[config.mk]
export PLATFORM = sky130hd
export DESIGN_NAME = hic_front
export DESIGN_NICKNAME = d
export VERILOG_FILES = /design/src/rtl/core/healpix_index_converter_core_defines.svh /design/src/rtl/core/hic_pkg.sv /design/src/rtl/core/hic_front.sv
export SDC_FILE = /design/constraint.sdc
export NUM_CORES = 1
export LEC_CHECK = 0
export BUFFER_PORTS_ARGS = -buffer_cell sky130_fd_sc_hd__buf_2
export CORE_MARGIN = 2
export CORE_UTILIZATION = 61
export CTS_BUF_LIST = sky130_fd_sc_hd__clkbuf_4 sky130_fd_sc_hd__clkbuf_8
export CTS_CLUSTER_SIZE = 10
export DETAILED_ROUTE_END_ITERATION = 10
export PLACE_DENSITY = 0.84
export RECOVER_POWER = 50
export SLEW_MARGIN = 20
export SYNTH_ARGS = -nofsm -noshare
export SYNTH_HDL_FRONTEND = slang
export SYNTH_SLANG_ARGS = --single-unit
[constraint.sdc]
create_clock -name clk -period 6.91 [get_ports clk]
set_input_delay 0.691 -clock clk [delete_from_list [all_inputs] [get_ports clk]]
set_output_delay 0.691 -clock clk [all_outputs]
set_load 0.05 [all_outputs]
[src/rtl/core/healpix_index_converter_core_defines.svh]
// assertion macros shared by the converter modules
`ifndef HEALPIX_INDEX_CONVERTER_CORE_DEFINES_SVH
`define HEALPIX_INDEX_CONVERTER_CORE_DEFINES_SVH

// same-cycle implication, checked outside reset
`define HIC_ASSERT_NOW(label, clk, rst, ante, cons, msg) \
  label: assert property (@(posedge clk) disable iff (rst) (ante) |-> (cons)) else $error(msg);

// next-cycle implication, checked outside reset
`define HIC_ASSERT_NEXT(label, clk, rst, ante, cons, msg) \
  label: assert property (@(posedge clk) disable iff (rst) (ante) |=> (cons)) else $error(msg);

`endif

[src/rtl/core/hic_pkg.sv]
package hic_pkg;

  localparam int MAX_ORDER   = 13;
  localparam int ORD_W       = 4;
  localparam int PIX_W       = 30;
  localparam int QUEUE_DEPTH = 4;
  // one result bit per step, enough for the largest cap argument
  localparam int SQRT_STEPS  = MAX_ORDER + 1;
  localparam int SQ_W        = 2 * SQRT_STEPS;

  localparam logic FUNC_N2R = 1'b0;
  localparam logic FUNC_R2N = 1'b1;

  typedef enum logic [2:0] {
    REG_NORTH = 3'b001,
    REG_BELT  = 3'b010,
    REG_SOUTH = 3'b100
  } hic_region_t;

  typedef struct packed {
    logic             func;
    logic [PIX_W-1:0] pixel_index;
  } hic_in_t;

  typedef struct packed {
    logic [PIX_W-1:0] converted_index;
    logic             index_error;
  } hic_out_t;

  // classified item between front and back
  typedef struct packed {
    logic             func;
    logic             err;
    logic [ORD_W-1:0] ord;
    hic_region_t      region;
    logic [PIX_W-1:0] pix;
  } hic_work_t;

  function automatic logic [2:0] ring_row(input logic [3:0] face);
    logic [2:0] r;
    r = 3'd0;
    unique case (face)
      4'd0, 4'd1, 4'd2, 4'd3:   r = 3'd2;
      4'd4, 4'd5, 4'd6, 4'd7:   r = 3'd3;
      4'd8, 4'd9, 4'd10, 4'd11: r = 3'd4;
      default:                  r = 3'd0;
    endcase
    return r;
  endfunction

  function automatic logic [2:0] ring_col(input logic [3:0] face);
    logic [2:0] c;
    c = 3'd0;
    unique case (face)
      4'd0, 4'd8:  c = 3'd1;
      4'd1, 4'd9:  c = 3'd3;
      4'd2, 4'd10: c = 3'd5;
      4'd3, 4'd11: c = 3'd7;
      4'd4:        c = 3'd0;
      4'd5:        c = 3'd2;
      4'd6:        c = 3'd4;
      4'd7:        c = 3'd6;
      default:     c = 3'd0;
    endcase
    return c;
  endfunction

  function automatic logic [31:0] spread16(input logic [15:0] v);
    logic [31:0] r;
    r = '0;
    for (int i = 0; i < 16; i++) begin
      r[2*i] = v[i];
    end
    return r;
  endfunction

  function automatic logic [15:0] gather16(input logic [31:0] v);
    logic [15:0] r;
    r = '0;
    for (int i = 0; i < 16; i++) begin
      r[i] = v[2*i];
    end
    return r;
  endfunction

endpackage

[src/rtl/core/hic_front.sv]
module hic_front (
  input  logic                       clk,
  input  logic                       rst,
  input  logic                       cfg_valid,
  output logic                       cfg_ready,
  input  logic [hic_pkg::ORD_W-1:0]  cfg_data,
  input  logic                       src_valid,
  output logic                       src_ready,
  input  hic_pkg::hic_in_t           src_item,
  output logic                       wq_valid,
  input  logic                       wq_ready,
  output hic_pkg::hic_work_t         wq_item
);

  logic [hic_pkg::ORD_W-1:0] ord_reg;
  logic [hic_pkg::ORD_W-1:0] ord_eff;
  logic                      fv;
  hic_pkg::hic_work_t        fitem;
  hic_pkg::hic_work_t        fitem_next;
  logic [31:0]               npix;
  logic [31:0]               ncap;
  logic [31:0]               pixv;

  assign cfg_ready = 1'b1;
  assign src_ready = !fv || wq_ready;
  assign wq_valid  = fv;
  assign wq_item   = fitem;

  always_ff @(posedge clk) begin
    if (rst) begin
      ord_reg <= '0;
    end else if (cfg_valid) begin
      ord_reg <= cfg_data;
    end
  end

  // saturate orders above the supported maximum
  assign ord_eff = (ord_reg > hic_pkg::ORD_W'(hic_pkg::MAX_ORDER)) ?
                   hic_pkg::ORD_W'(hic_pkg::MAX_ORDER) : ord_reg;

  always_comb begin
    pixv = 32'(src_item.pixel_index);
    npix = 32'd12 << {ord_eff, 1'b0};
    ncap = (32'd2 << {ord_eff, 1'b0}) - (32'd2 << ord_eff);
    fitem_next.func = src_item.func;
    fitem_next.err  = (pixv >= npix);
    fitem_next.ord  = ord_eff;
    fitem_next.pix  = src_item.pixel_index;
    priority if (pixv < ncap) begin
      fitem_next.region = hic_pkg::REG_NORTH;
    end else if (pixv < npix - ncap) begin
      fitem_next.region = hic_pkg::REG_BELT;
    end else begin
      fitem_next.region = hic_pkg::REG_SOUTH;
    end
  end

  always_ff @(posedge clk) begin
    if (rst) begin
      fv <= 1'b0;
    end else if (src_ready) begin
      fv <= src_valid;
    end
  end

  always_ff @(posedge clk) begin
    if (src_ready && src_valid) begin
      fitem <= fitem_next;
    end
  end

endmodule

==> key figures, run 1 <==
Status
  – Status: complete, no violations

Pwr
  – Pwr dens: approximately 200 mW/mm^2
  – Sw power: 569 uW
  – Overall Power: 1310 uW
  – Sequential share of power: around 24%
  – Logic pwr share: ~57%
  – VDD IR-drop max: 0.132 mV
  – Internal: 746 uW
  – Leak: a little under 0.003 uW
  – Sw Share: 43.3%
  – Clock power frac: 18.7%

Finish
  – Fill cells: between 700 and 800
  – Area grow syn2layout: 11.3%
  – Nets: just under 900
  – Register area: 0.00128 mm^2
  – Multi-input gate area: ~0.0044 mm^2
  – Layout cells sized above 1: 11.4%
  – Final instance area: 0.00647 mm^2
  – Util after Layout: 70.0%
  – Max FFs per register: 39
  – Diode count: 0

Global route
  – First-pass GRT wire length: 27100 um
  – Vias in the first global route: 5463
  – Total gr overflow: 0
  – Initial antenna violation count: 0
  – M1 GR Usage: 46.4%
  – Met3 layer usage reported by global route: 6.83%
  – Met2 Usage GRT: 50.5%
  – Global route hottest layer: met2
  – Largest net degree at the start of global routing: 40
  – Gr usage total: about a third

Drt
  – Wirelength per Cell: 19.8 um
  – Residual DRC: 0
  – Vias: 5613
  – Vias/cell: roughly 6.6
  – Initial detailed-routing violation count: 409
  – Post-Route WL: 16800 um
  – Final ANT Viol Nets: 0
  – Pre-Repair DR Iteration Count: 4

Flow run
  – Max capacitance violation total: 0

Critical path
  – Worst endpoint data arrival time: between 6 and 7 ns
  – CP max-delay cell: mux2i_1
  – R2R Setup Slk: 0.38 ns
  – Reg2reg path depth: 28
  – Crit path required time: ~7 ns
  – Crit-path max FO: 18
  – Worst setup SP type: register
  – CP endpoint kind: register
  – CP Class: reg -> reg
  – Slowest stage delay, CP: 0.53 ns

Synthesis
  – Synth Area per Inst: just over 9 um^2
  – Mapped Cells: 641
  – Synthesized area: between 0.005 and 0.006 mm^2
  – Post-synth top flop: edfxtp_1
  – Post-synthesis sequential element count: 44
  – Yosys warns: 0
  – Post-synthesis sequential area ratio: 21.9%
  – Synth cell types: 85
  – Post-synth EDFFs: 39
  – FFs w/ async S/R, synth: 0%

Floorplanning
  – Core Region: 0.00924 mm^2
  – I/O pin total: around 80
  – Die Y: around 100 um
  – Die W: 102 um
  – Rows: 35
  – Die area: 0.0103 mm^2
  – Initial core utilization: 62.9%

Clock tree
  – Clock Path Buffers: 2
  – # clock sinks: 44
  – TritonCTS clock tree: yes
  – TritonCTS Buffers: 5
  – Postcts setup bufs: 0
  – CTS Hold Buffers Added: 0
  – Worst-path clk slew: roughly 0.090 ns
  – Worst-Skew Late Latency: 0.32 ns
  – PostCTS Resize Cnt: 0
  – CTS root buf: clkbuf_8
  – CTS HTree Levels: 2

Placement
  – Detailed placer's ending HPWL: 13700 um
  – GPL Wtd Cong: ~1.1
  – PortBufs: 80
  – Placed Area: 0.00637 mm^2
  – DP Worst Slack: 0.109 ns

Timing
  – Final Max Slew Viols: 0
  – Sum Neg Setup Slack: 0 ns
  – Slew headroom: 36.9%
  – Slew @ Worst Pin: 0.946 ns
  – Hold Vio Cnt, Final: 0
  – Final period util: a little over nine tenths
  – PnR worst setup slack: 0.376 ns
  – Max Clk Rate: 153 MHz
  – Final setup viols: 0
  – Min cycle time layout: 6.53 ns
  – Unrepaired setup endpoints after global routing: false
  – Post-route clock skew: roughly 0.0065 ns

Min path
  – HP Class: reg -> reg
  – Hold Path Depth: 2
## cells in the mapped netlist, drive strengths merged, types with 3 or more instances
cell / number / share of area [%]
o22ai: 3 / 0.32
nand2b: 13 / 1.4
nand4: 9 / 0.97
o311ai: 3 / 0.58
o211ai: 10 / 1.4
a31o: 3 / 0.45
a31oi: 12 / 1.6
nand3b: 3 / 0.39
and3: 9 / 0.97
nor2: 28 / 1.8
edfxtp: 39 / 20
ha: 114 / 25
buf: 9 / 0.88
xnor2: 30 / 4.5
o21ai: 36 / 3.2
a21o: 32 / 4.1
dfxtp: 5 / 1.7
xor2: 10 / 1.5
nor3b: 4 / 0.52
inv: 27 / 1.7
clkbuf: 12 / 0.80
nor3: 11 / 1.0
a21oi: 43 / 3.7
nand2: 36 / 2.3
o31ai: 3 / 0.47
nand3: 11 / 0.95
a211oi: 12 / 1.6
o2111ai: 5 / 0.75
and4: 3 / 0.45
a2111oi: 5 / 0.75
maj3: 3 / 0.54
mux2i: 7 / 1.2
and2: 10 / 1.1
nor2b: 7 / 0.75
a41oi: 3 / 0.45
o21bai: 6 / 0.77
or2: 4 / 0.43
a311oi: 3 / 0.45
o21a: 17 / 2.2
## per-stage QoR
stage / cells / hold slack [ns]
after floorplan: 643 / 0.750
after global placement: 842 / 0.492
after detailed placement: 842 / 0.529
after CTS: 849 / 0.549
after global routing: 849 / 0.550
final: 849 / 0.541
## critical path: cells and delay by family (launching register included)
family / cells / cell delay (ns)
compound gates: 13 / 2.67
xor+xnor: 1 / 0.14
fa+ha+maj: 3 / 0.76
buf+inv: 2 / 0.28
flops: 1 / 0.50
mux: 1 / 0.53
simple gates: 8 / 1.40
## cells by family (layout without fill, tap and decap cells)
| family | after synthesis | after routing | synth area share (%) |
|---|---|---|---|
| AOI/OAI and AO/OA | 221 | 221 | 26.7 |
| xor gates and xnor gates | 41 | 41 | 6.42 |
| adders and majority gates | 117 | 117 | 25.1 |
| buffers and inverters | 48 | 125 | 3.42 |
| DFF | 44 | 44 | 21.9 |
| muxes | 7 | 7 | 1.21 |
| other | 2 | 4 | 0.129 |
| and+or+nand+nor | 161 | 161 | 15.2 |
## power by group through the flow
stage          Sequential, uW  Clock, uW  Combinational [uW]
2_1_floorplan             368          0                 494
3_3_place_gp              322          0                 702
4_1_cts                   317        245                 734
6_report                  318        246                 752
5_1_grt                   320        251                 820
3_5_place_dp              323          0                 728
## metal layers
metal  vias to the layer above  share of wire, %
li1                       2627                 -
met4                         0               3.0
met2                       282                44
met1                      2658                44
met5                         -                 0
met3                        46               9.0
## final timing paths
path                                  from     endpoint
worst max register to register  ord_reg[3]  wq_item[32]
worst max-delay path            ord_reg[3]  wq_item[32]
worst min-delay path              wq_valid     wq_valid
worst min register to register    wq_valid     wq_valid
## layout make-up
type | count | area share (%)
Clock inverter | 2 | 0.928
Inverter | 27 | 1.57
Sequential cell | 44 | 19.8
Timing Repair Buffer | 91 | 6.48
Multi-Input combinational cell | 551 | 67.7
Clock buffer | 5 | 1.06
Tap cell | 129 | 2.49
## cells in the final DEF, fill, tap and decap left out, types with 3 or more instances in the layout
cell | netlist | final
and3_1 | 9 | 9
ha_1 | 114 | 114
xor2_1 | 10 | 10
o211ai_1 | 9 | 9
a21o_1 | 32 | 32
inv_2 | 2 | 3
inv_1 | 25 | 24
a21oi_1 | 43 | 43
o21a_1 | 16 | 16
nand2_1 | 36 | 35
clkbuf_1 | 11 | 51
buf_2 | 5 | 29
buf_4 | 1 | 11
a311oi_1 | 3 | 3
and2_1 | 9 | 8
nor3_1 | 10 | 10
o2111ai_1 | 5 | 5
nor2b_1 | 7 | 7
a2111oi_0 | 5 | 3
mux2i_1 | 7 | 7
and4_1 | 3 | 3
nand3_1 | 11 | 11
a31oi_1 | 11 | 11
conb_1 | 2 | 4
xnor2_1 | 30 | 30
nand3b_1 | 3 | 3
nand4_1 | 9 | 9
o21ai_0 | 33 | 33
or2_2 | 4 | 4
nor3b_1 | 4 | 4
clkbuf_8 | 0 | 5
nor2_1 | 28 | 26
nand2b_1 | 13 | 13
a31o_2 | 3 | 3
o21bai_1 | 6 | 6
a211oi_1 | 11 | 11
dfxtp_2 | 0 | 3
edfxtp_1 | 39 | 39
Power figures use the tool's default switching activity.
==> run 2: changes to the inputs <==
--- a/config.mk
+++ b/config.mk
@@ -7,11 +7,11 @@
 export LEC_CHECK = 0
 export BUFFER_PORTS_ARGS = -buffer_cell sky130_fd_sc_hd__buf_2
 export CORE_MARGIN = 2
-export CORE_UTILIZATION = 61
+export CORE_UTILIZATION = 65
 export CTS_BUF_LIST = sky130_fd_sc_hd__clkbuf_4 sky130_fd_sc_hd__clkbuf_8
 export CTS_CLUSTER_SIZE = 10
 export DETAILED_ROUTE_END_ITERATION = 10
-export PLACE_DENSITY = 0.84
+export PLACE_DENSITY = 0.89
 export RECOVER_POWER = 50
 export SLEW_MARGIN = 20
 export SYNTH_ARGS = -nofsm -noshare
==> constraint.sdc (replaced) <==
create_clock -name clk -period 7.6 [get_ports clk]
set_input_delay 0.76 -clock clk [delete_from_list [all_inputs] [get_ports clk]]
set_output_delay 0.76 -clock clk [all_outputs]
set_load 0.05 [all_outputs]
==> key figures, run 2 (synthesized netlist as in run 1, its figures left out) <==
Floorplanning
  – Die Y: roughly 100 um
  – I/O pin total: 82
  – Die W: 98.6 um
  – Die area: just under 0.01 mm^2
  – Initial core utilization: around two thirds
  – Rows: 34
  – Core Region: 0.00868 mm^2

Timing
  – Sum Neg Setup Slack: 0 ns
  – Max Clk Rate: 140 MHz
  – Final period util: 94.1%
  – Final setup viols: 0
  – Final Max Slew Viols: 0
  – Hold Vio Cnt, Final: 0
  – Slew @ Worst Pin: between 1 and 1.5 ns
  – Post-route clock skew: 0.00613 ns
  – PnR worst setup slack: 0.447 ns
  – Unrepaired setup endpoints after global routing: false
  – Slew headroom: between 30% and 40%
  – Min cycle time layout: 7.15 ns

Drt
  – Vias/cell: 6.85
  – Post-Route WL: 17700 um
  – Wirelength per Cell: 21.4 um
  – Pre-Repair DR Iteration Count: 5
  – Residual DRC: 0
  – Final ANT Viol Nets: 0
  – Initial detailed-routing violation count: 515
  – Vias: between 5000 and 6000

Finish
  – Final instance area: 0.00635 mm^2
  – Nets: 872
  – Area grow syn2layout: 9.21%
  – Layout cells sized above 1: 9.46%
  – Most frequent cells in the layout: ha_1, clkbuf_1, a21oi_1
  – Max FFs per register: 39
  – Final std cells w/o fill: 827
  – Most common cell after layout, fill and taps aside: ha_1
  – Diode count: 0

Clock tree
  – TritonCTS Buffers: 5
  – PostCTS Resize Cnt: 0
  – # clock sinks: between 40 and 50
  – Worst-Skew Late Latency: 0.31 ns
  – Postcts setup bufs: 0
  – CTS Hold Buffers Added: 0
  – CTS HTree Levels: 2
  – TritonCTS clock tree: yes
  – Worst-path clk slew: 0.09 ns
  – CTS root buf: clkbuf_8
  – Clock Path Buffers: 2

Pwr
  – Internal: 613 uW
  – VDD IR-drop max: 0.120 mV
  – Sw power: 525 uW
  – Sw Share: a little under half
  – Clock power frac: 14.3%
  – Sequential share of power: 25.4%
  – Logic pwr share: 60.3%
  – Leak: about 0.0029 uW
  – Overall Power: between 1000 and 1500 uW
  – Pwr dens: approximately 180 mW/mm^2

Global route
  – Gr usage total: 35.7%
  – Initial antenna violation count: 0
  – Total gr overflow: 0
  – Largest net degree at the start of global routing: 40
  – First-pass GRT wire length: 28100 um
  – Vias in the first global route: 5534

Placement
  – Cell Count Post-Placement: 819
  – Detailed placer's ending HPWL: 14300 um
  – PortBufs: 80
  – DP Worst Slack: 0.772 ns
  – GPL Wtd Cong: roughly 1.0
  – Placed Area: 0.00633 mm^2

Critical path
  – Crit path required time: 7.67 ns
  – CP endpoint kind: register
  – R2R Setup Slk: 0.45 ns
  – CP Class: reg -> reg
  – Worst setup SP type: register
  – Worst endpoint data arrival time: 7.22 ns
  – Crit-path max FO: 19

Status
  – Status: complete, no violations

Flow run
  – Max capacitance violation total: 0

Min path
  – HP Class: reg -> reg
[run 2: worst max-delay path, stage by stage (launching register included)]
cell       delay (ns)
dfxtp_1          0.70
and2b_1          0.29
nand2_1          0.18
inv_1            0.21
ha_1             0.23
nor3b_1          0.18
o311ai_0         0.18
a2111oi_0        0.78
o21a_1           0.22
o21ai_0          0.10
a21oi_1          0.21
xnor2_1          0.16
ha_1             0.37
nand4_1          0.16
nor2_1           0.20
and2_0           0.32
nand2_1          0.15
o21ai_2          0.23
nor2_1           0.08
xor2_1           0.15
ha_1             0.30
o21ai_0          0.21
a21oi_1          0.08
o211ai_1         0.20
a31oi_1          0.13
a2111oi_0        0.50
o21bai_1         0.17
and4b_1          0.22
[run 2: metal layers]
layer	track usage (%)	up-vias	share of wire, %
met2	59.8	372	46
met1	46.2	2590	40
met3	5.11	69	9.9
li1	-	2635	-
met4	15.3	0	4.1
met5	0	-	0
[run 2: layout make-up]
class | instances | area (um^2)
Timing Repair Buffer | 89 | 402
Fill cell | 674 | 2330
Multi-Input combinational cell | 551 | 4350
Inverter | 27 | 101
Sequential cell | 44 | 1270
Tap cell | 108 | 135
Clock inverter | 2 | 11.3
Clock buffer | 6 | 76.3
[run 2: stage by stage]
step           util, %  hold slack, ns
2_1_floorplan        -           0.750
3_3_place_gp      72.9           0.499
3_5_place_dp      72.9           0.518
4_1_cts           73.9           0.536
5_1_grt           73.1           0.565
6_report          73.1           0.530
[run 2: final timing paths]
check | start | endpoint | cells past startpoint
setup / recovery | ord_reg[0] | wq_item[32] | 27
hold / removal | wq_valid | wq_valid | 2
setup reg to reg | ord_reg[0] | wq_item[32] | 27
hold reg to reg | wq_valid | wq_valid | 2
[run 2: power by group through the flow]
stage | Combinational [uW] | Sequential, uW | Clock, uW
4_1_cts | 672 | 289 | 158
3_3_place_gp | 638 | 294 | 0
2_1_floorplan | 449 | 335 | 0
3_5_place_dp | 667 | 295 | 0
5_1_grt | 745 | 291 | 167
6_report | 686 | 289 | 163
