===== config.mk =====
export PLATFORM = sky130hd
export DESIGN_NAME = hic_queue
export DESIGN_NICKNAME = d
export VERILOG_FILES = /design/src/rtl/core/hic_pkg.sv /design/src/rtl/core/hic_queue.sv
export VERILOG_INCLUDE_DIRS = /design/src /design/src/rtl/core
export SDC_FILE = /design/constraint.sdc
export NUM_CORES = 1
export LEC_CHECK = 0
export BUFFER_PORTS_ARGS = -buffer_cell sky130_fd_sc_hd__buf_2
export CAP_MARGIN = 10
export CORE_ASPECT_RATIO = 1.2
export CORE_MARGIN = 8
export CORE_UTILIZATION = 48
export DETAILED_ROUTE_END_ITERATION = 6
export MAX_ROUTING_LAYER = met4
export PLACE_DENSITY_LB_ADDON = 0.3
export SYNTH_ARGS = -nofsm -noshare
export SYNTH_HDL_FRONTEND = slang
export SYNTH_SLANG_ARGS = --single-unit

===== constraint.sdc =====
create_clock -name clk -period 2.6 [get_ports clk]
set_input_delay 0 -clock clk [delete_from_list [all_inputs] [get_ports clk]]
set_output_delay 0 -clock clk [all_outputs]
set_load 0.02 [all_outputs]

===== src/rtl/core/healpix_index_converter_core_defines.svh =====
// assertion macros shared by the converter modules
`ifndef HEALPIX_INDEX_CONVERTER_CORE_DEFINES_SVH
`define HEALPIX_INDEX_CONVERTER_CORE_DEFINES_SVH

// same-cycle implication, checked outside reset
`define HIC_ASSERT_NOW(label, clk, rst, ante, cons, msg) \
  label: assert property (@(posedge clk) disable iff (rst) (ante) |-> (cons)) else $error(msg);

// next-cycle implication, checked outside reset
`define HIC_ASSERT_NEXT(label, clk, rst, ante, cons, msg) \
  label: assert property (@(posedge clk) disable iff (rst) (ante) |=> (cons)) else $error(msg);

`endif


===== src/rtl/core/hic_pkg.sv =====
package hic_pkg;

  localparam int MAX_ORDER   = 13;
  localparam int ORD_W       = 4;
  localparam int PIX_W       = 30;
  localparam int QUEUE_DEPTH = 4;
  // one result bit per step, enough for the largest cap argument
  localparam int SQRT_STEPS  = MAX_ORDER + 1;
  localparam int SQ_W        = 2 * SQRT_STEPS;

  localparam logic FUNC_N2R = 1'b0;
  localparam logic FUNC_R2N = 1'b1;

  typedef enum logic [2:0] {
    REG_NORTH = 3'b001,
    REG_BELT  = 3'b010,
    REG_SOUTH = 3'b100
  } hic_region_t;

  typedef struct packed {
    logic             func;
    logic [PIX_W-1:0] pixel_index;
  } hic_in_t;

  typedef struct packed {
    logic [PIX_W-1:0] converted_index;
    logic             index_error;
  } hic_out_t;

  // classified item between front and back
  typedef struct packed {
    logic             func;
    logic             err;
    logic [ORD_W-1:0] ord;
    hic_region_t      region;
    logic [PIX_W-1:0] pix;
  } hic_work_t;

  function automatic logic [2:0] ring_row(input logic [3:0] face);
    logic [2:0] r;
    r = 3'd0;
    unique case (face)
      4'd0, 4'd1, 4'd2, 4'd3:   r = 3'd2;
      4'd4, 4'd5, 4'd6, 4'd7:   r = 3'd3;
      4'd8, 4'd9, 4'd10, 4'd11: r = 3'd4;
      default:                  r = 3'd0;
    endcase
    return r;
  endfunction

  function automatic logic [2:0] ring_col(input logic [3:0] face);
    logic [2:0] c;
    c = 3'd0;
    unique case (face)
      4'd0, 4'd8:  c = 3'd1;
      4'd1, 4'd9:  c = 3'd3;
      4'd2, 4'd10: c = 3'd5;
      4'd3, 4'd11: c = 3'd7;
      4'd4:        c = 3'd0;
      4'd5:        c = 3'd2;
      4'd6:        c = 3'd4;
      4'd7:        c = 3'd6;
      default:     c = 3'd0;
    endcase
    return c;
  endfunction

  function automatic logic [31:0] spread16(input logic [15:0] v);
    logic [31:0] r;
    r = '0;
    for (int i = 0; i < 16; i++) begin
      r[2*i] = v[i];
    end
    return r;
  endfunction

  function automatic logic [15:0] gather16(input logic [31:0] v);
    logic [15:0] r;
    r = '0;
    for (int i = 0; i < 16; i++) begin
      r[i] = v[2*i];
    end
    return r;
  endfunction

endpackage


===== src/rtl/core/hic_queue.sv =====
`include "healpix_index_converter_core_defines.svh"

module hic_queue #(
  parameter int DEPTH = hic_pkg::QUEUE_DEPTH
) (
  input  logic               clk,
  input  logic               rst,
  input  logic               push_valid,
  output logic               push_ready,
  input  hic_pkg::hic_work_t push_item,
  output logic               pop_valid,
  input  logic               pop_ready,
  output hic_pkg::hic_work_t pop_item
);

  localparam int AW = (DEPTH > 1) ? $clog2(DEPTH) : 1;
  localparam int CW = $clog2(DEPTH + 1);

  hic_pkg::hic_work_t mem [DEPTH];
  logic [AW-1:0]      wr_ptr;
  logic [AW-1:0]      rd_ptr;
  logic [CW-1:0]      count;
  logic               push;
  logic               pop;

  assign push_ready = (count != CW'(DEPTH));
  assign pop_valid  = (count != '0);
  assign pop_item   = mem[rd_ptr];
  assign push       = push_valid && push_ready;
  assign pop        = pop_valid && pop_ready;

  always_ff @(posedge clk) begin
    if (push) begin
      mem[wr_ptr] <= push_item;
    end
  end

  always_ff @(posedge clk) begin
    if (rst) begin
      wr_ptr <= '0;
      rd_ptr <= '0;
      count  <= '0;
    end else begin
      if (push) begin
        wr_ptr <= (wr_ptr == AW'(DEPTH - 1)) ? '0 : wr_ptr + 1'b1;
      end
      if (pop) begin
        rd_ptr <= (rd_ptr == AW'(DEPTH - 1)) ? '0 : rd_ptr + 1'b1;
      end
      if (push && !pop) begin
        count <= count + 1'b1;
      end else if (pop && !push) begin
        count <= count - 1'b1;
      end
    end
  end

  `HIC_ASSERT_NOW(a_count_bound, clk, rst, 1'b1, count <= CW'(DEPTH), "queue count over depth")
  `HIC_ASSERT_NEXT(a_pop_only, clk, rst, pop && !push, count == $past(count) - 1'b1, "queue count slip")

endmodule


==> impl.org, run 1 <==
** Power
- Across the VDD grid, the largest voltage drop is 0.000539 V.
- Relative contribution of the clock network to total power :: 33.7%
- Cell internal power was estimated by the tool at 5580 µW.
- Comb pwr share :: 22.0%
- Switching part of the total :: 26.0%
- The share of total power dissipated in sequential elements is 44.3%.
- Overall power consumption after layout is estimated at 7540 µW.
- PD cells :: 976 nW/µm²
- For this design the static power due to leakage is 0.00268 µW.
- Net Switching :: 1960 µW

** Layout
- Relative area change from synthesis to final layout :: 26.9%
- Proportion of layout cells with a drive suffix above 1 :: 40.6%
- 0 antenna diodes ended up in the layout.
- Finished Core Util :: 61.8%
- In the layout the commonest cells are sky130_fd_sc_hd__edfxtp_1, sky130_fd_sc_hd__buf_2, sky130_fd_sc_hd__dlygate4sd3_1.
- Final layout net count :: 438
- Across the whole layout, storage elements account for 4870 µm².
- Area of combinational cells with multiple inputs :: 1160 µm²
- With fillers left out, the area of the finished cells amounts to 7720 µm².
- Leading cell type in the layout, fill and taps excluded :: sky130_fd_sc_hd__edfxtp_1
- After filler insertion, the fill cell instance count of the layout stands at 898.

** Yosys
- The number of nets handed over by synthesis was 301.
- Summing the sequential cell areas from Yosys gives 79.9% of the chip area.
- Synthesis-stage register bit count :: 165
- Synth Cell Area :: 6090 µm²
- Count of different cell masters after synthesis :: 26
- Synth warnings :: 0
- A synthesized cell averages 24.3 µm².
- Synthesis handed over a netlist of 251 instances.

** CTS
- H-tree depth reported by CTS :: 4
- Clock tree synthesis selected as its root buffer the cell sky130_fd_sc_hd__clkbuf_16.
- The tree built by TritonCTS fans out to 165 sinks.
- TritonCTS built the clock tree.
- Counting the buffers created by CTS gives 17.
- Resized Gates After CTS :: 0
- Source-to-sink clock delay at the later pin of the worst-skew pair :: 0.40 ns
- Max Buffers Root-to-Sink :: 2
- CTS clock-pin slew for the worst setup and hold paths :: 0.06 ns
- Once the clock tree was built, the setup fixing pass inserted 0 buffers.

** Worst setup path
- The signal on the critical path passes through or3b_1 > and2_4 > ha_1 > inv_1 > fa_1 > xor2_1 > or3_2 > a21oi_1.
- The worst setup path is captured at a flop.
- For this run, the slowest stage of the critical path takes 0.43 ns.
- Among all stages on the critical path, the largest delay is contributed by sky130_fd_sc_hd__dfxtp_1.
- Crit path launch type :: flop
- CP Data Required Time :: 2.93 ns
- The worst setup path is of the flop to flop kind.
- Largest fanout of any net on the critical path :: 7
- Critical path arrival :: 2.66 ns

** Floorplanning
- Row generation in the floorplan step produced 45 rows.
- Die width :: 119 µm
- The floorplan step set the die height to 139 µm.
- The die covers 16600 µm².
- Number of ports placed on the die boundary :: 84
- Core region area :: 12500 µm²
- Effective utilization at floorplan :: 48.7%

** Place
- Buffers placed on the I/O ports in this run total 83.
- Dpl cell area :: 6700 µm²
- Detailed placement finished with a half-perimeter wire length of 6590 µm.
- Placement Setup Slack :: 0.303 ns
- The congestion estimate from routability-driven global placement came to 0.671.

** STA
- Unrepaired setup endpoints after global routing :: false
- Setup violations remaining at the end of the flow were counted as 0.
- Post-route setup TNS :: 0 ns
- Once routing completed, OpenROAD measured the worst setup slack at 0.276 ns.
- Shortest period the worst path allows :: 2.32 ns
- Worst slew pin tran :: 1.05 ns
- Maximum clock skew at final layout :: 0.0102 ns
- Max Clk Rate :: 430 MHz
- Fin crit share :: 89.4%
- The final count of hold timing violations is 0.
- Headroom to the max-slew limit came out at 30.2%.
- The final count of pins violating max slew is 0.

** Global routing
- The first global-routing pass estimated 17000 µm of wire.
- Number of global-route vias before repair :: 3228
- Global routing used 13.9% of the available tracks across all layers.
- Overflow left after global routing :: 0
- Initial antenna violation count :: 0
- Entering global routing, the biggest net connects 40 pins.

** Route
- Via count of the routed design :: 2945
- Number of nets still failing antenna checks after routing :: 0
- DR iter-0 viols :: 128
- Vias/cell :: 5.21
- Aggregate routed wire length :: 10800 µm
- Dividing the detail-routed wire length by the instance count gives 19.2 µm.
- For this run, design rule violations remaining after detail routing come to 0.
- The first TritonRoute pass finished after 4 iterations.

** Outcome
- Run status :: finished clean

** Min path
- The worst hold path belongs to the class input port to flop.

** Flow run
- The tool flagged a number of max-cap violations equal to 0.
==> metal layers <==
metal,global-route usage (%),part of all wire (%),vias up,routed length [µm]
met5,-,0,-,0
met4,5.47,1.2,0,125
met3,3.97,4.7,8,504
met2,23.1,53,83,5730
met1,15.6,41,1525,4460
li1,-,-,1329,-
==> synth_stat cells <==
master	n	area share, %
sky130_fd_sc_hd__or3_1	1	0.10
sky130_fd_sc_hd__clkbuf_2	1	0.082
sky130_fd_sc_hd__and3_2	4	0.49
sky130_fd_sc_hd__nand2b_1	2	0.21
sky130_fd_sc_hd__or3_2	2	0.25
sky130_fd_sc_hd__and2_4	1	0.14
sky130_fd_sc_hd__nand3_1	1	0.082
sky130_fd_sc_hd__o21ai_0	1	0.082
sky130_fd_sc_hd__ha_1	6	1.2
sky130_fd_sc_hd__nor2_1	3	0.18
sky130_fd_sc_hd__buf_2	4	0.33
sky130_fd_sc_hd__o31ai_1	1	0.12
sky130_fd_sc_hd__xor2_1	2	0.29
sky130_fd_sc_hd__fa_1	1	0.33
sky130_fd_sc_hd__a21oi_1	2	0.16
sky130_fd_sc_hd__o31ai_2	1	0.21
sky130_fd_sc_hd__buf_4	2	0.25
sky130_fd_sc_hd__mux4_2	39	14
sky130_fd_sc_hd__or3b_1	1	0.14
sky130_fd_sc_hd__edfxtp_1	156	77
sky130_fd_sc_hd__dfxtp_1	9	3.0
sky130_fd_sc_hd__nand2_1	1	0.062
sky130_fd_sc_hd__clkbuf_1	3	0.18
sky130_fd_sc_hd__nor3_1	1	0.082
sky130_fd_sc_hd__inv_1	3	0.18
sky130_fd_sc_hd__mux2i_1	3	0.49
==> cells by family after synthesis <==
group	count (synthesis)	synth area share, %
multiplexers	42	14.9
adder cells (fa/ha/maj)	7	1.56
XOR/XNOR	2	0.288
buffers and inverters	13	1.03
AO/OA/AOI/OAI	5	0.575
AND/OR/NAND/NOR	17	1.75
flip-flops	165	79.9
==> worst paths after layout <==
path | cells past startpoint | startpoint | slack, ns | end
worst max-delay path | 8 | count[0] | 0.28 | count[2]
worst min-delay path | 5 | pop_ready | 0.07 | flop
worst max register to register | 8 | count[0] | 0.28 | count[2]
worst min register to register | 2 | rd_ptr[0] | 0.49 | flop
==> cell type report <==
cell class              count  share of cell area [%]
repair buffers            128                    11.2
clock inverters            10                    2.02
multi-input cells          73                    15.0
well taps                 164                    2.66
inverters                   3                   0.146
clock buffers              22                    5.88
flip-flops and latches    165                    63.0
==> critical path, delay by kind of cell, from the launching register on <==
| family | cells | cell delay (ns) |
|---|---|---|
| XOR/XNOR | 1 | 0.18 |
| AO/OA/AOI/OAI | 1 | 0.15 |
| AND/OR/NAND/NOR | 3 | 0.86 |
| adder cells (fa/ha/maj) | 2 | 0.57 |
| flip-flops | 1 | 0.43 |
| buffers and inverters | 1 | 0.06 |
==> what timing repair did <==
item | CTS | global route
hold endpoints to repair | 165 | 0
setup endpoints to repair | 0 | 0
hold buffers | 41 | 0
==> power groups by stage <==
| stage | Combinational [µW] | Clock [µW] | Sequential [µW] |
|---|---|---|---|
| 2_1_floorplan | 1160 | 0 | 3340 |
| 3_3_place_gp | 1630 | 0 | 3380 |
| 3_5_place_dp | 1650 | 0 | 3400 |
| 4_1_cts | 1700 | 2590 | 3350 |
| 5_1_grt | 1800 | 2700 | 3370 |
| 6_report | 1660 | 2540 | 3340 |
==> flip-flops by register name, summed over array words and instances (netlist names), named ones only <==
register	count
mem	156
rd_ptr	2
count	3
wr_ptr	2
==> metrics by stage <==
stage	instances	hold slack [ns]
2_1_floorplan	251	0.0989
3_3_place_gp	492	0.211
3_5_place_dp	492	0.216
4_1_cts	565	0.0619
5_1_grt	565	0.0747
6_report	565	0.0721
(Power assumes the default switching activity.)
==> inputs of run 2 (changes only) <==
- CTS_BUF_LIST: not set -> sky130_fd_sc_hd__clkbuf_4 sky130_fd_sc_hd__clkbuf_8
==> run 2 against run 1 <==
- critical path depth stayed put
- routed wire length is 0.87% higher
- worst hold slack worse by 0.033 ns
- utilization is 1.4 points lower
- first-iteration DRC count is 16% higher
- clock power is 23% lower
- total power is 7.9% lower
- sequential share of layout area is 1.5 points higher
- critical path type unchanged
- largest cell class unchanged
==> impl.org, run 2 (synthesis gave the netlist of run 1 again) <==
** Outcome
- Run status :: finished clean

** Place
- Detailed placement finished with a half-perimeter wire length of 6590 µm.
- At the end of routability-driven placement, the weighted congestion stood at 0.671.
- Number of port buffers :: 83

** STA
- Worst slack on hold paths :: 0.0393 ns
- For the pin with the worst max-slew slack, the measured transition is 1.04 ns.
- Post-route setup TNS :: 0 ns
- Setup violations remaining at the end of the flow were counted as 0.
- Shortest period the worst path allows :: 2.34 ns
- The final count of hold timing violations came to 0.
- Max-slew violation count :: 0
- Maximum clock skew at final layout :: 0.0139 ns
- Static timing analysis puts the maximum clock frequency at 427 MHz.
- Setup repair after global routing left no endpoint under its margin.
- The worst path uses 90.0% of the clock period.
- The worst pin sits at a relative slew slack of 30.8%.

** CTS
- The later pin in the worst-skew pair is clocked with a latency of 0.43 ns.
- For this design, the sink count on the clock tree is 165.
- After clock tree synthesis, the clock-pin slew on the worst setup and hold paths is 0.07 ns.
- Counting along the longest clock path gives a buffer depth of 2.
- The number of clock buffers added by TritonCTS is 17.
- TritonCTS built the clock tree.
- H-tree depth reported by CTS :: 4
- The tree is rooted in a sky130_fd_sc_hd__clkbuf_8.

** Worst setup path
- Cell family contributing the most delay on the critical path :: simple AND/OR/NAND/NOR gates
- Number of cells on the critical path :: 8
- The slowest stage of the critical path is the sky130_fd_sc_hd__dfxtp_1 cell.
- For this run, the slowest stage of the critical path takes 0.44 ns.
- Depth of the worst register-to-register path :: 8
- Critical path buffers and inverters :: 1
- The worst setup path is of the flop to flop kind.
- For the worst setup path, the data arrival time is 2.70 ns.
- Largest fanout of any net on the critical path :: 7
- Crit path launch type :: flop
- Traced cell by cell, the critical path runs through or3b_1 > and2_4 > ha_1 > inv_1 > fa_1 > xor2_1 > or3_2 > a21oi_1.
- The worst setup path is captured at a flop.
- CP Data Required Time :: 2.96 ns

** Floorplanning
- The floorplan step defined a core boundary enclosing 12500 µm².
- The die is 119 µm wide.
- The floorplan has 45 rows.
- Effective utilization at floorplan :: 48.7%
- Number of ports placed on the die boundary :: 84
- Area enclosed by the die boundary :: 16600 µm²
- Die span in y :: 139 µm

** Route
- Wires add up to 10900 µm.
- In the routed layout, each cell is associated on average with a via count of 5.21.
- Number of nets still failing antenna checks after routing :: 0
- In this run, the number of DRC markers left after iteration 0 of detailed routing was 149.
- Via count of the routed design :: 2941
- Remaining design rule violation count :: 0
- Routed wire per std cell :: 19.3 µm
- The pre-antenna-repair detailed-routing pass consisted of 5 iterations.

** Layout
- Leading cell type in the layout, fill and taps excluded :: sky130_fd_sc_hd__edfxtp_1
- FILL cells :: 933
- Largest register FFs :: 156
- Leading cell types in the layout, fill and taps excluded :: sky130_fd_sc_hd__edfxtp_1, sky130_fd_sc_hd__buf_2, sky130_fd_sc_hd__dlygate4sd3_1
- Cells with a size suffix above 1 make up 41.6% of the layout.
- The largest registers in the layout are mem: 156 flops, count: 3 flops.
- Counting flops per register, the top entry is mem.
- Final layout net count :: 438
- Relative area change from synthesis to final layout :: 24.0%
- Total inserted antenna cells :: 0

** Min path
- Class of the worst hold path :: input port to flop
- Along the worst hold path, the cell count comes to 5.

** Global routing
- Total global-route track usage :: 14.1%
- Overflow left after global routing :: 0
- Number of global-route vias before repair :: 3219
- The first global-routing pass estimated 17000 µm of wire.
- The number of antenna violations at the first check in global routing was 0.
- Pin count of the biggest net entering global routing :: 40

** Power
- Reported leakage power :: 0.00261 µW
- Worst IR Drop VDD :: 0.000500 V
- PD cells :: 920 nW/µm²

** Flow run
- Max cap viols :: 0
-- run 2: tightest hold or removal path, cell delays in order --
cell,delay (ns)
sky130_fd_sc_hd__buf_2,0.07
sky130_fd_sc_hd__o31ai_1,0.08
sky130_fd_sc_hd__buf_4,0.15
sky130_fd_sc_hd__nand2_1,0.06
sky130_fd_sc_hd__a21oi_1,0.06
-- run 2: cell type report --
cell class | count | area, µm² | area share (%)
flip-flops and latches | 165 | 4870 | 64.5
multi-input cells | 73 | 1160 | 15.4
repair buffers | 128 | 868 | 11.5
clock buffers | 22 | 278 | 3.68
well taps | 164 | 205 | 2.72
clock inverters | 10 | 156 | 2.07
inverters | 3 | 11.3 | 0.149
-- run 2: worst paths after layout --
path | from | to | slack, ns
max reg2reg | count[0] | count[2] | 0.26
max | count[0] | count[2] | 0.26
min reg2reg | rd_ptr[0] | flop | 0.49
min | pop_ready | flop | 0.04
-- run 2: where the power goes --
group	internal (µW)	total [µW]	switching [µW]	leakage, µW
sequential	3230	3340	108	0.00150
combinational	715	1660	945	0.000877
clock	1110	1950	836	0.000226
-- run 2: what timing repair did --
item | 4_1_cts | 5_1_grt
hold buffers | 41 | 0
endpoints found under the hold margin | 165 | 0
gates resized for setup | 0 | 0
setup buffers | 0 | 0
-- run 2: layer usage --
metal	vias up	global-route usage, %	wire length, µm
li1	1328	-	-
met1	1518	15.5	4450
met2	86	23.4	5800
met3	9	4.41	532
met4	0	6.07	129
met5	-	-	0
-- run 2: stage by stage --
step / instances / worst slack [ns] / total power (µW) / util (%) / instance area, µm²
2_1_floorplan: 251 / 0.360 / 4500 / - / 6090
3_3_place_gp: 492 / 0.417 / 5010 / 53.6 / 6700
3_5_place_dp: 492 / 0.303 / 5050 / 53.6 / 6700
4_1_cts: 565 / 0.269 / 7040 / 60.4 / 7550
5_1_grt: 565 / 0.0948 / 7260 / 60.4 / 7550
6_report: 565 / 0.261 / 6940 / 60.4 / 7550
